==> src/rtl/window_sigma_outlier_filter_core_macros.svh <==
// assertion macros for the window sigma outlier filter core
// expects aclk and aresetn in the scope of the module that uses them
`ifndef WINDOW_SIGMA_OUTLIER_FILTER_CORE_MACROS_SVH
`define WINDOW_SIGMA_OUTLIER_FILTER_CORE_MACROS_SVH

// consequent checked in the same cycle as the antecedent
`define WSOF_ASSERT_NOW(label, ante, cons, msg) \
    label: assert property (@(posedge aclk) disable iff (!aresetn) (ante) |-> (cons)) \
        else $error(msg);

// consequent checked in the cycle after the antecedent
`define WSOF_ASSERT_NEXT(label, ante, cons, msg) \
    label: assert property (@(posedge aclk) disable iff (!aresetn) (ante) |=> (cons)) \
        else $error(msg);

`endif

==> src/rtl/wsof_pkg.sv <==
// shared types and constants of the window sigma outlier filter
// no dependencies
package wsof_pkg;

    localparam int STAMP_W    = 32;
    localparam int SAMPLE_W   = 16;
    localparam int KEPT_W     = 20;
    localparam logic [KEPT_W-1:0] KEPT_MAX = {KEPT_W{1'b1}};
    localparam int WINDOW_DEF = 5;
    localparam int FIFO_DEPTH = 4;
    localparam int FIFO_PTR_W = $clog2(FIFO_DEPTH);
    localparam int FIFO_CNT_W = $clog2(FIFO_DEPTH + 1);

    typedef struct packed {
        logic [STAMP_W-1:0]         stamp;
        logic signed [SAMPLE_W-1:0] sample;
        logic                       final_sample;
    } wsof_in_t;

    typedef struct packed {
        logic [STAMP_W-1:0]         out_stamp;
        logic signed [SAMPLE_W-1:0] out_sample;
        logic                       run_last;
        logic                       stream_done;
        logic [KEPT_W-1:0]          kept_total;
    } wsof_out_t;

    // one kept sample on its way from the front to the back
    typedef struct packed {
        logic [STAMP_W-1:0]         stamp;
        logic signed [SAMPLE_W-1:0] sample;
        logic                       run_last;
        logic                       stream_done;
    } wsof_emit_t;

endpackage

==> src/rtl/wsof_front.sv <==
// front part: accepts samples, holds the window, decides the middle sample
// with one shared squaring multiplier and pushes kept samples; uses wsof_pkg
module wsof_front #(
    parameter int WINDOW = wsof_pkg::WINDOW_DEF
) (
    input  logic                  aclk,
    input  logic                  aresetn,
    input  logic                  s_valid,
    output logic                  s_ready,
    input  wsof_pkg::wsof_in_t    s_data,
    output logic                  push_valid,
    input  logic                  push_ready,
    output wsof_pkg::wsof_emit_t  push_data
);
    import wsof_pkg::*;

    localparam int CNT_W = $clog2(WINDOW + 1);
    localparam int IDX_W = $clog2(WINDOW);
    localparam int MID   = WINDOW / 2;
    localparam int SUM_W = SAMPLE_W + $clog2(WINDOW) + 1;
    localparam int DW    = SUM_W + 1;
    localparam int PW    = 2 * DW;
    localparam logic [CNT_W-1:0] WIN_CNT = CNT_W'(WINDOW);
    localparam logic [CNT_W-1:0] MID_CNT = CNT_W'(MID);
    localparam logic [CNT_W-1:0] MID_NXT = CNT_W'(MID + 1);
    localparam logic signed [DW-1:0] WIN_D = DW'(WINDOW);
    localparam logic signed [PW-1:0] WIN_P = PW'(WINDOW);

    typedef enum logic [2:0] {
        ST_IDLE,
        ST_OLD,
        ST_DIFF,
        ST_SQ,
        ST_CMP,
        ST_EMIT
    } state_t;

    state_t                     state_reg;
    logic signed [SAMPLE_W-1:0] win_val_reg [WINDOW];
    logic [STAMP_W-1:0]         win_stamp_reg [WINDOW];
    logic [CNT_W-1:0]           seen_reg;
    logic                       fin_reg;
    logic signed [SAMPLE_W-1:0] old_reg;
    logic signed [SUM_W-1:0]    s_reg;
    logic signed [PW-1:0]       q_reg;
    logic signed [PW-1:0]       prod_reg;
    logic signed [PW-1:0]       lhs_reg;
    logic signed [PW-1:0]       wq_reg;
    logic [CNT_W-1:0]           idx_reg;
    logic [CNT_W-1:0]           stop_reg;

    logic                       accept;
    logic signed [SAMPLE_W-1:0] old_w;
    logic signed [DW-1:0]       diff_w;
    logic signed [DW-1:0]       mul_op;
    logic signed [PW-1:0]       prod_w;
    logic                       kept_w;
    logic [CNT_W-1:0]           start_w;
    logic [CNT_W-1:0]           stop_w;
    logic                       emit_last;

    assign s_ready = (state_reg == ST_IDLE);
    assign accept  = s_valid && s_ready;
    assign old_w   = (seen_reg == WIN_CNT) ? win_val_reg[0] : '0;
    assign diff_w  = WIN_D * DW'(win_val_reg[MID]) - DW'(s_reg);

    // the one multiplier only ever squares
    always_comb begin
        case (state_reg)
            ST_IDLE: mul_op = DW'(s_data.sample);
            ST_OLD:  mul_op = DW'(old_reg);
            ST_DIFF: mul_op = diff_w;
            ST_SQ:   mul_op = DW'(s_reg);
            default: mul_op = '0;
        endcase
    end
    assign prod_w = mul_op * mul_op;

    // middle kept when (W*v - S)^2 <= W*Q - S^2
    assign kept_w = (lhs_reg <= (wq_reg - prod_reg));

    always_comb begin
        if (state_reg == ST_CMP) begin
            start_w = kept_w ? MID_CNT : MID_NXT;
            stop_w  = fin_reg ? WIN_CNT : MID_NXT;
        end else if (seen_reg <= MID_CNT) begin
            start_w = seen_reg - CNT_W'(1);
            stop_w  = seen_reg;
        end else if (fin_reg) begin
            start_w = MID_CNT;
            stop_w  = seen_reg;
        end else begin
            start_w = '0;
            stop_w  = '0;
        end
    end

    assign emit_last              = (idx_reg + CNT_W'(1) == stop_reg);
    assign push_valid             = (state_reg == ST_EMIT);
    assign push_data.stamp        = win_stamp_reg[idx_reg[IDX_W-1:0]];
    assign push_data.sample       = win_val_reg[idx_reg[IDX_W-1:0]];
    assign push_data.run_last     = emit_last;
    assign push_data.stream_done  = emit_last && fin_reg;

    always_ff @(posedge aclk) begin
        if (!aresetn) begin
            state_reg <= ST_IDLE;
            seen_reg  <= '0;
            s_reg     <= '0;
            q_reg     <= '0;
            idx_reg   <= '0;
            stop_reg  <= '0;
            fin_reg   <= 1'b0;
        end else begin
            case (state_reg)
                ST_IDLE: begin
                    if (accept) begin
                        if (seen_reg == WIN_CNT) begin
                            for (int i = 0; i < WINDOW - 1; i++) begin
                                win_val_reg[i]   <= win_val_reg[i + 1];
                                win_stamp_reg[i] <= win_stamp_reg[i + 1];
                            end
                            win_val_reg[WINDOW-1]   <= s_data.sample;
                            win_stamp_reg[WINDOW-1] <= s_data.stamp;
                        end else begin
                            win_val_reg[seen_reg[IDX_W-1:0]]   <= s_data.sample;
                            win_stamp_reg[seen_reg[IDX_W-1:0]] <= s_data.stamp;
                            seen_reg <= seen_reg + CNT_W'(1);
                        end
                        // running sum tracks the window incrementally
                        s_reg     <= s_reg + SUM_W'(s_data.sample) - SUM_W'(old_w);
                        old_reg   <= old_w;
                        fin_reg   <= s_data.final_sample;
                        prod_reg  <= prod_w;
                        state_reg <= ST_OLD;
                    end
                end
                ST_OLD: begin
                    prod_reg <= prod_w;
                    if (seen_reg == WIN_CNT) begin
                        q_reg     <= q_reg + prod_reg;
                        state_reg <= ST_DIFF;
                    end else begin
                        idx_reg  <= start_w;
                        stop_reg <= stop_w;
                        if (fin_reg) begin
                            seen_reg <= '0;
                            s_reg    <= '0;
                            q_reg    <= '0;
                        end else begin
                            q_reg <= q_reg + prod_reg;
                        end
                        state_reg <= (start_w != stop_w) ? ST_EMIT : ST_IDLE;
                    end
                end
                ST_DIFF: begin
                    q_reg     <= q_reg - prod_reg;
                    prod_reg  <= prod_w;
                    state_reg <= ST_SQ;
                end
                ST_SQ: begin
                    lhs_reg   <= prod_reg;
                    prod_reg  <= prod_w;
                    wq_reg    <= WIN_P * q_reg;
                    state_reg <= ST_CMP;
                end
                ST_CMP: begin
                    idx_reg  <= start_w;
                    stop_reg <= stop_w;
                    if (fin_reg) begin
                        seen_reg <= '0;
                        s_reg    <= '0;
                        q_reg    <= '0;
                    end
                    state_reg <= (start_w != stop_w) ? ST_EMIT : ST_IDLE;
                end
                ST_EMIT: begin
                    if (push_ready) begin
                        idx_reg <= idx_reg + CNT_W'(1);
                        if (emit_last) begin
                            state_reg <= ST_IDLE;
                        end
                    end
                end
                default: begin
                    state_reg <= ST_IDLE;
                end
            endcase
        end
    end

endmodule

==> src/rtl/wsof_fifo.sv <==
// short queue of kept samples between the front and the back part
// uses wsof_pkg for the entry type and depth
module wsof_fifo (
    input  logic                  aclk,
    input  logic                  aresetn,
    input  logic                  push_valid,
    output logic                  push_ready,
    input  wsof_pkg::wsof_emit_t  push_data,
    output logic                  pop_valid,
    input  logic                  pop_ready,
    output wsof_pkg::wsof_emit_t  pop_data
);
    import wsof_pkg::*;

    wsof_emit_t             entry_reg [FIFO_DEPTH];
    logic [FIFO_PTR_W-1:0]  wr_ptr_reg;
    logic [FIFO_PTR_W-1:0]  rd_ptr_reg;
    logic [FIFO_CNT_W-1:0]  count_reg;
    logic                   do_push;
    logic                   do_pop;

    assign push_ready = (count_reg != FIFO_CNT_W'(FIFO_DEPTH));
    assign pop_valid  = (count_reg != '0);
    assign pop_data   = entry_reg[rd_ptr_reg];
    assign do_push    = push_valid && push_ready;
    assign do_pop     = pop_valid && pop_ready;

    always_ff @(posedge aclk) begin
        if (do_push) begin
            entry_reg[wr_ptr_reg] <= push_data;
        end
    end

    always_ff @(posedge aclk) begin
        if (!aresetn) begin
            wr_ptr_reg <= '0;
            rd_ptr_reg <= '0;
            count_reg  <= '0;
        end else begin
            if (do_push) begin
                wr_ptr_reg <= wr_ptr_reg + FIFO_PTR_W'(1);
            end
            if (do_pop) begin
                rd_ptr_reg <= rd_ptr_reg + FIFO_PTR_W'(1);
            end
            if (do_push && !do_pop) begin
                count_reg <= count_reg + FIFO_CNT_W'(1);
            end else if (do_pop && !do_push) begin
                count_reg <= count_reg - FIFO_CNT_W'(1);
            end
        end
    end

endmodule

==> src/rtl/wsof_back.sv <==
// back part: counts kept samples and drives the registered result channel
// uses wsof_pkg
module wsof_back (
    input  logic                  aclk,
    input  logic                  aresetn,
    input  logic                  pop_valid,
    output logic                  pop_ready,
    input  wsof_pkg::wsof_emit_t  pop_data,
    output logic                  m_valid,
    input  logic                  m_ready,
    output wsof_pkg::wsof_out_t   m_data
);
    import wsof_pkg::*;

    logic              m_valid_reg;
    wsof_out_t         m_data_reg;
    logic [KEPT_W-1:0] kept_reg;
    logic [KEPT_W-1:0] kept_next;
    logic              load;

    assign pop_ready = !m_valid_reg || m_ready;
    assign load      = pop_valid && pop_ready;
    assign kept_next = (kept_reg == KEPT_MAX) ? kept_reg : kept_reg + KEPT_W'(1);
    assign m_valid   = m_valid_reg;
    assign m_data    = m_data_reg;

    always_ff @(posedge aclk) begin
        if (load) begin
            m_data_reg.out_stamp   <= pop_data.stamp;
            m_data_reg.out_sample  <= pop_data.sample;
            m_data_reg.run_last    <= pop_data.run_last;
            m_data_reg.stream_done <= pop_data.stream_done;
            m_data_reg.kept_total  <= kept_next;
        end
    end

    always_ff @(posedge aclk) begin
        if (!aresetn) begin
            m_valid_reg <= 1'b0;
            kept_reg    <= '0;
        end else begin
            if (load) begin
                m_valid_reg <= 1'b1;
                // count restarts after the end of a stream
                kept_reg    <= pop_data.stream_done ? '0 : kept_next;
            end else if (m_ready) begin
                m_valid_reg <= 1'b0;
            end
        end
    end

endmodule

==> src/rtl/window_sigma_outlier_filter_core.sv <==
// Sliding-window sigma outlier filter. Holds the latest WINDOW samples; the first WINDOW/2
// of a stream pass through, and every full window keeps its middle sample when
// (W*v - S)^2 <= W*Q - S^2, S and Q being the window sum and sum of squares kept as
// running totals. The sample marked final_sample flushes the held samples after the
// middle and ends the stream, with stream_done on its last result. The input side takes
// one sample at a time and steps through ST_IDLE, ST_OLD, ST_DIFF, ST_SQ and ST_CMP once
// the window is full (one squaring multiplier used four times in sequence: new sample,
// dropped sample, difference, sum), or ST_IDLE and ST_OLD while it fills, then pushes each
// result into a 4-entry queue, stalling while the queue is full. The result side is a
// registered valid/ready stage fed from that queue, so results drain while the next
// sample is being worked on. Built from wsof_pkg, wsof_front, wsof_fifo and wsof_back.
`include "window_sigma_outlier_filter_core_macros.svh"

module window_sigma_outlier_filter_core #(
    parameter int WINDOW = wsof_pkg::WINDOW_DEF
) (
    input  logic                 aclk,
    input  logic                 aresetn,
    input  logic                 s_valid,
    output logic                 s_ready,
    input  wsof_pkg::wsof_in_t   s_data,
    output logic                 m_valid,
    input  logic                 m_ready,
    output wsof_pkg::wsof_out_t  m_data
);
    import wsof_pkg::*;

    logic       push_valid;
    logic       push_ready;
    wsof_emit_t push_data;
    logic       pop_valid;
    logic       pop_ready;
    wsof_emit_t pop_data;

    wsof_front #(
        .WINDOW (WINDOW)
    ) u_front (
        .aclk       (aclk),
        .aresetn    (aresetn),
        .s_valid    (s_valid),
        .s_ready    (s_ready),
        .s_data     (s_data),
        .push_valid (push_valid),
        .push_ready (push_ready),
        .push_data  (push_data)
    );

    wsof_fifo u_fifo (
        .aclk       (aclk),
        .aresetn    (aresetn),
        .push_valid (push_valid),
        .push_ready (push_ready),
        .push_data  (push_data),
        .pop_valid  (pop_valid),
        .pop_ready  (pop_ready),
        .pop_data   (pop_data)
    );

    wsof_back u_back (
        .aclk      (aclk),
        .aresetn   (aresetn),
        .pop_valid (pop_valid),
        .pop_ready (pop_ready),
        .pop_data  (pop_data),
        .m_valid   (m_valid),
        .m_ready   (m_ready),
        .m_data    (m_data)
    );

    // front is busy in the cycle after every transfer in
    `WSOF_ASSERT_NEXT(a_busy_after_in, s_valid && s_ready, !s_ready, "front took two samples back to back")
    // the end of a stream is always the last result of its sample
    `WSOF_ASSERT_NOW(a_done_is_last, push_valid && push_data.stream_done, push_data.run_last, "stream_done without run_last")
    // every result counts itself
    `WSOF_ASSERT_NOW(a_kept_nonzero, m_valid, m_data.kept_total != '0, "result with zero kept count")

endmodule

==> config.mk <==
export PLATFORM = sky130hd
export DESIGN_NAME = window_sigma_outlier_filter_core
export DESIGN_NICKNAME = d
export VERILOG_FILES = /design/src/rtl/wsof_pkg.sv /design/src/rtl/wsof_front.sv /design/src/rtl/wsof_fifo.sv /design/src/rtl/wsof_back.sv /design/src/rtl/window_sigma_outlier_filter_core.sv
export VERILOG_INCLUDE_DIRS = /design/src /design/src/rtl
export SDC_FILE = /design/constraint.sdc
export NUM_CORES = 2
export LEC_CHECK = 0
export BUFFER_PORTS_ARGS = -buffer_cell sky130_fd_sc_hd__buf_2
export CORE_MARGIN = 3
export CORE_UTILIZATION = 30
export DETAILED_ROUTE_END_ITERATION = 8
export SETUP_SLACK_MARGIN = 0.15
export SYNTH_ARGS = -nofsm -noshare
export SYNTH_HDL_FRONTEND = slang
export SYNTH_HIERARCHICAL = 1
export SYNTH_SLANG_ARGS = --single-unit
==> constraint.sdc <==
create_clock -name aclk -period 14.4 [get_ports aclk]
set_input_delay 4.32 -clock aclk [delete_from_list [all_inputs] [get_ports aclk]]
set_output_delay 4.32 -clock aclk [all_outputs]
set_load 0.005 [all_outputs]
======== After elaboration in Yosys (flattened, before gate mapping) ========
Memories as Yosys holds them, arrays and structs flattened. A register that Yosys moved wholly into a read port is not among the register bits.
Cells that the tools add are included.
cells by class
  add/subtract/negate cells ............... 14
  $mul .................................... 3
  divide/modulo/power cells ............... 0
  magnitude comparators ................... 2
  equal/unequal tests ..................... 16
  shift-type cells ........................ 0
  multiplexer cells ....................... 66
  bitwise gates (word level) .............. 0
  reduce and logical (&&, ||, !) cells .... 32
operators with widths
  cell                     number
  $mux W42                 4
  $pmux W42 S3             1
  $mux W20                 5
  $pmux W21 S4             1
  $pmux W42 S2             1
  $sub A42 B42 Y42         2
  $mux W3                  26
  $pmux W20 S3             1
  $add A42 B42 Y42         1
  $le A42 B42 Y1           1
  $mul A21 B21 Y42         1
  $mul A4 B42 Y42 const A  1
  $mux W16                 2
  $mux W32                 1
  $reduce_or A32 Y1        1
  $sub A20 B20 Y21         1
  $add A20 B1 Y20 const B  1
  $add A20 B16 Y20         1
  $eq A20 B20 Y1 const B   1
  $mul A4 B16 Y20 const A  1
  $sub A20 B16 Y20         1
  $pmux W3 S3              2
  $pmux W3 S6              1
  $mux W1                  17
  25 further kinds         58
storage, ports and cells
  flip-flop bits (word level) ............. 315
  bits in latches ......................... 0
  RAM bits ................................ 440
  bits in read-only memories .............. 0
  bits of input ports ..................... 53
  output and inout bits ................... 72
  word-level logic and storage cells ...... 157
  memories ................................ 3
memories
  memory                 words  bits a word  read ports  clocked after Yosys merged registers in  wr ports  line              text
  u_fifo.entry_reg       4      50           1           1                                        1         wsof_fifo.sv:15   wsof_emit_t entry_reg [FIFO_DEPTH];
  u_front.win_stamp_reg  5      32           5           1                                        5         wsof_front.sv:40  logic [STAMP_W-1:0] win_stamp_reg [WINDOW];
  u_front.win_val_reg    5      16           6           1                                        5         wsof_front.sv:39  logic signed [SAMPLE_W-1:0] win_val_reg [WINDOW];

======== Logic depth before layout (Yosys ltp) ========
  word-level depth ........................ 8
  gate-level depth with buffers ........... 43
  gate-level depth less buffers ........... 42

======== Cells and area by module ========
The synthesis kept the hierarchy.
by module, submodules not included
  module      times used  cells each  area each (µm²)
  wsof_front  1           4972        52821.9
  wsof_fifo   1           310         7767.4
  wsof_back   1           255         3583.4

======== Least setup slack after synthesis ========
No wires, ideal clock.
  path kind ............................... input port to flip-flop
  start ................................... input s_data[10] (netlist bit)
  end ..................................... register u_front.prod_reg[39] (data pin)
  arrival ................................. 11.241 ns
  required time ........................... 14.142 ns
  path slack .............................. 2.901 ns
  stages .................................. 27
  path buffers ............................ 1
  path through ............................ inv_1 -> nor2_1 -> a211oi_1 -> a211oi_1 -> clkinv_1 -> nor2_1 -> fa_1 -> fa_1 -> fa_1 -> inv_1 -> fa_1 -> inv_1 -> fa_1 -> fa_1 -> fa_1 -> ha_1 -> clkbuf_1 -> a21oi_1 -> o21a_1 -> o21ai_0 -> a21o_1 -> o211ai_1 -> and2_1 -> o311ai_0 -> a21oi_1 -> o21a_1 -> xnor2_1
on the way
  longest elaborated chain between the ends .. 4
RTL lines
  item                    line                                    text
  start: declaration      window_sigma_outlier_filter_core.sv:21  input wsof_pkg::wsof_in_t s_data,
  $pmux W21 S4 *          wsof_front.sv:69                        case (state_reg)
  $mul A21 B21 Y42 *      wsof_front.sv:77                        assign prod_w = mul_op * mul_op;
  net u_front.prod_w[39]  wsof_front.sv:56                        logic signed [PW-1:0] prod_w;
  $mux W42                wsof_front.sv:117                       if (accept) begin
  $pmux W42 S2 *          wsof_front.sv:115                       case (state_reg)
  end signal: assignment  wsof_front.sv:134                       prod_reg <= prod_w;
  end signal: assignment  wsof_front.sv:139                       prod_reg <= prod_w;
  end signal: assignment  wsof_front.sv:158                       prod_reg <= prod_w;
  end: declaration        wsof_front.sv:46                        logic signed [PW-1:0] prod_reg;
The timed path passes the listed nets; every way through them passes the cells marked *. The select of a mux whose other input is x is not followed.
A chain may end at the register's enable or synchronous reset.

======== Worst setup path after layout ========
  start ................................... input s_data[8] (netlist bit)
  end ..................................... register u_front.prod_reg[38] (data pin)
Same word-level chain as after synthesis.

==> metrics.md <==
| Metric | Value |
|---|---|
| Status | `finished clean` |
| Crit end category | `register` |
| Placer Congestion | `0.912` |
| Setup slack, reg-to-reg | `approximately 2.6 ns` |
| Grt ovf | `0` |
| Final HPWL DP | `about 120 mm` |
| Avg WL per Cell | `~20 um` |
| Max-slew violations | `0` |
| Initial antenna violation count | `27` |
| Met3 Usage GRT | `under 10%` |
| CTS sink count | `about 900` |
| Hold-fix buffers, CTS | `0` |
| Crit share post-route | `between 80 and 90%` |
| Clock insertion delay at the later pin of the skew report | `between 0.7 and 0.8 ns` |
| Syn_nets | `~6.5k` |
| DRT antenna net count | `0` |
| Final hold vios | `0` |
| Top cell type's share of synthesized area | `between 30 and 40%` |
| Critical Path RT | `between 10 and 15 ns` |
| Number of synthesized flops with an enable pin | `794` |
| H-tree Lvls | `3` |
| Hold WC Path Type | `register to register` |
| F_max | `~80 MHz` |
| Met1 usage | `between 20% and 30%` |
| Largest net degree at the start of global routing | `slightly above 70` |
| Die area | `roughly 0.22 sq mm` |
| Top cell by count, worst path | `fa_1` |
| Worst-margin pin slew | `between 1 and 1.5 ns` |
| Share of cells above drive strength 1 | `13.2%` |
| Endpoint, Worst Hold | `u_front/s_reg[16]` |
| First-pass GRT wire length | `around 270 mm` |
| Final wirelength | `between 150 and 200 mm` |
| Starting Density | `a little under a third` |
| Root Buffer | `clkbuf_16` |
| Met2 Usage GRT | `between 20% and 30%` |
| RSZ-0062 raised after global routing | `no` |
| Number of global-route vias before repair | `around 45k` |
| Arrival time at the worst endpoint | `about 13 ns` |
| Row count | `~170` |
| Commonest cells in the synthesized netlist | `edfxtp_1 (794), inv_1 (776), fa_1 (460), ha_1 (448), nand2_1 (412)` |
| Post-CTS setup buffer count | `0` |
| Seq/Total Area, Yosys | `40.5%` |
| Core footprint | `0.212 sq mm` |
| Critical Path Source Type | `primary input` |
| Post-synthesis cell type count | `roughly 110` |
| Fin Clk Skew | `between 0.09 and 0.1 ns` |
| Die Ht | `469 um` |
| GRT busiest layer | `met2` |
| Via-to-Cell Ratio | `roughly 5` |
| Input/output buffers | `around 120` |
| Worst-path clk slew | `roughly 0.060 ns` |
| Largest register FFs | `256` |
| Mapped cell area | `about 0.064 sq mm` |
| Synth Area per Inst | `about 12 sq um` |
| Design Area, Final | `0.0711 sq mm` |
| Worst rel slew slack | `between 20% and 30%` |
| Async SR Flop Fraction | `0%` |
| Final Setup Violations | `0` |
| Worst hold start | `u_front/s_reg[16]` |
| Initial DRC Count | `3306` |
| IO Count | `roughly 130` |
| Yosys reg bits | `between 900 and 1k` |
| CP Max Fanout | `15` |
| CTS buffer count | `98` |
| Hold Crit Depth | `1` |
| Post-synth top area cell | `edfxtp_1` |
| Crit Reg-Reg Startpoint | `u_front/win_val_reg[2][3]` |
| Vias | `between 40k and 50k` |
| Remaining DRCs | `0` |
| Crit path kind | `primary input to register` |
| Total global-route track usage | `between 15 and 20%` |
| Die W | `between 400 and 500 um` |
| Top FF cell, synth | `edfxtp_1` |
| Worst reg2reg endpoint | `u_front/prod_reg[41]` |
| CTS resizes | `0` |
| P&R area growth vs syn | `10.8%` |
| Setup_tns | `0 ns` |
| Critical Path Max Stage Delay | `0.76 ns` |
| Synth warn | `6` |
| CP max stage cell | `inv_1` |
| Worst R2R Path Depth | `35` |
| Mapped Cells | `5537` |
| CTS tree | `yes` |
| Synth top area cells | `edfxtp_1 (37%), fa_1 (14%), ha_1 (8.7%)` |
| Most numerous cell in the Yosys netlist | `edfxtp_1` |
| DR pass1 iterations | `5` |
| Fillers | `roughly 21k` |
| CTS max path bufs | `3` |
| Max-Cap Viols | `0` |
| # nets final | `roughly 6.6k` |
| Placed cell area | `0.0679 sq mm` |
| Final critical-path required period | `~12 ns` |
## cell usage in the layout, fill, tap and decap left out, types with 127 or more instances in the layout
| master | count |
|---|---|
| xnor2_1 | 127 |
| mux4_2 | 146 |
| nor2_1 | 296 |
| fa_1 | 460 |
| o21ai_0 | 229 |
| mux2_2 | 182 |
| nand2_1 | 407 |
| inv_1 | 775 |
| edfxtp_1 | 794 |
| a21oi_1 | 268 |
| ha_1 | 448 |
## layout make-up
type / instances / area (sq um) / area share (%)
Clock inverter: 45 / 517 / 0.727
Inverter: 783 / 2940 / 4.14
Clock buffer: 138 / 2680 / 3.77
Sequential cell: 902 / 26000 / 36.6
Tap cell: 2821 / 3530 / 4.97
Multi-Input combinational cell: 3634 / 34400 / 48.3
Timing Repair Buffer: 176 / 1010 / 1.42
Antenna cell: 8 / 20.0 / 0.0282
## metrics by stage
stage | hold slack (ns) | worst slack, ns | utilization [%] | cells
finish | 0.489 | 2.18 | 33.5 | 8507
global route | 0.521 | 1.71 | 33.5 | 8500
detailed placement | 0.474 | 1.49 | 32.0 | 8316
floorplan | 0.454 | 2.90 | - | 5537
global placement | 0.472 | 1.62 | 32.0 | 8316
CTS | 0.487 | 2.26 | 33.5 | 8499
## worst max-delay path by stage
stage | start | endpoint | slack (ns) | cells after the start
after global placement | s_data[8] | u_front/prod_reg[39] | 1.62 | 29
after CTS | s_data[8] | u_front/prod_reg[39] | 2.26 | 29
after floorplan | s_data[10] | u_front/prod_reg[39] | 2.90 | 27
final | s_data[8] | u_front/prod_reg[38] | 2.18 | 29
after global routing | s_data[8] | u_front/prod_reg[38] | 1.71 | 29
after detailed placement | s_data[8] | u_front/prod_reg[39] | 1.49 | 29
## worst max-delay path: cells and delay by family
kind                     cells  cell delay, ns
AO/OA/AOI/OAI               10            2.27
XOR/XNOR                     1            0.16
adder cells (fa/ha/maj)      8            3.73
buffers and inverters        6            1.16
AND/OR/NAND/NOR              4            0.97
## per-layer routing
layer  share of wire (%)  up-vias
met5               0.046        -
met3                 5.8      319
met2                  46     1349
li1                    -    19712
met1                  45    21963
met4                 3.3       12
## cells by family (layout without fill, tap and decap cells)
kind of cell,count (synthesis),count (layout),share of synthesized area (%)
flip-flops,902,902,40.5
other,0,8,0
XOR/XNOR,183,183,2.50
multiplexers,344,344,8.57
AND/OR/NAND/NOR,1147,1147,8.39
adder cells (fa/ha/maj),908,908,23.1
buffers and inverters,1001,1142,6.16
AO/OA/AOI/OAI,1052,1052,10.8
Power is not shown: default switching activity piles up to over one toggle a cycle in this logic, so the estimate is an artifact.
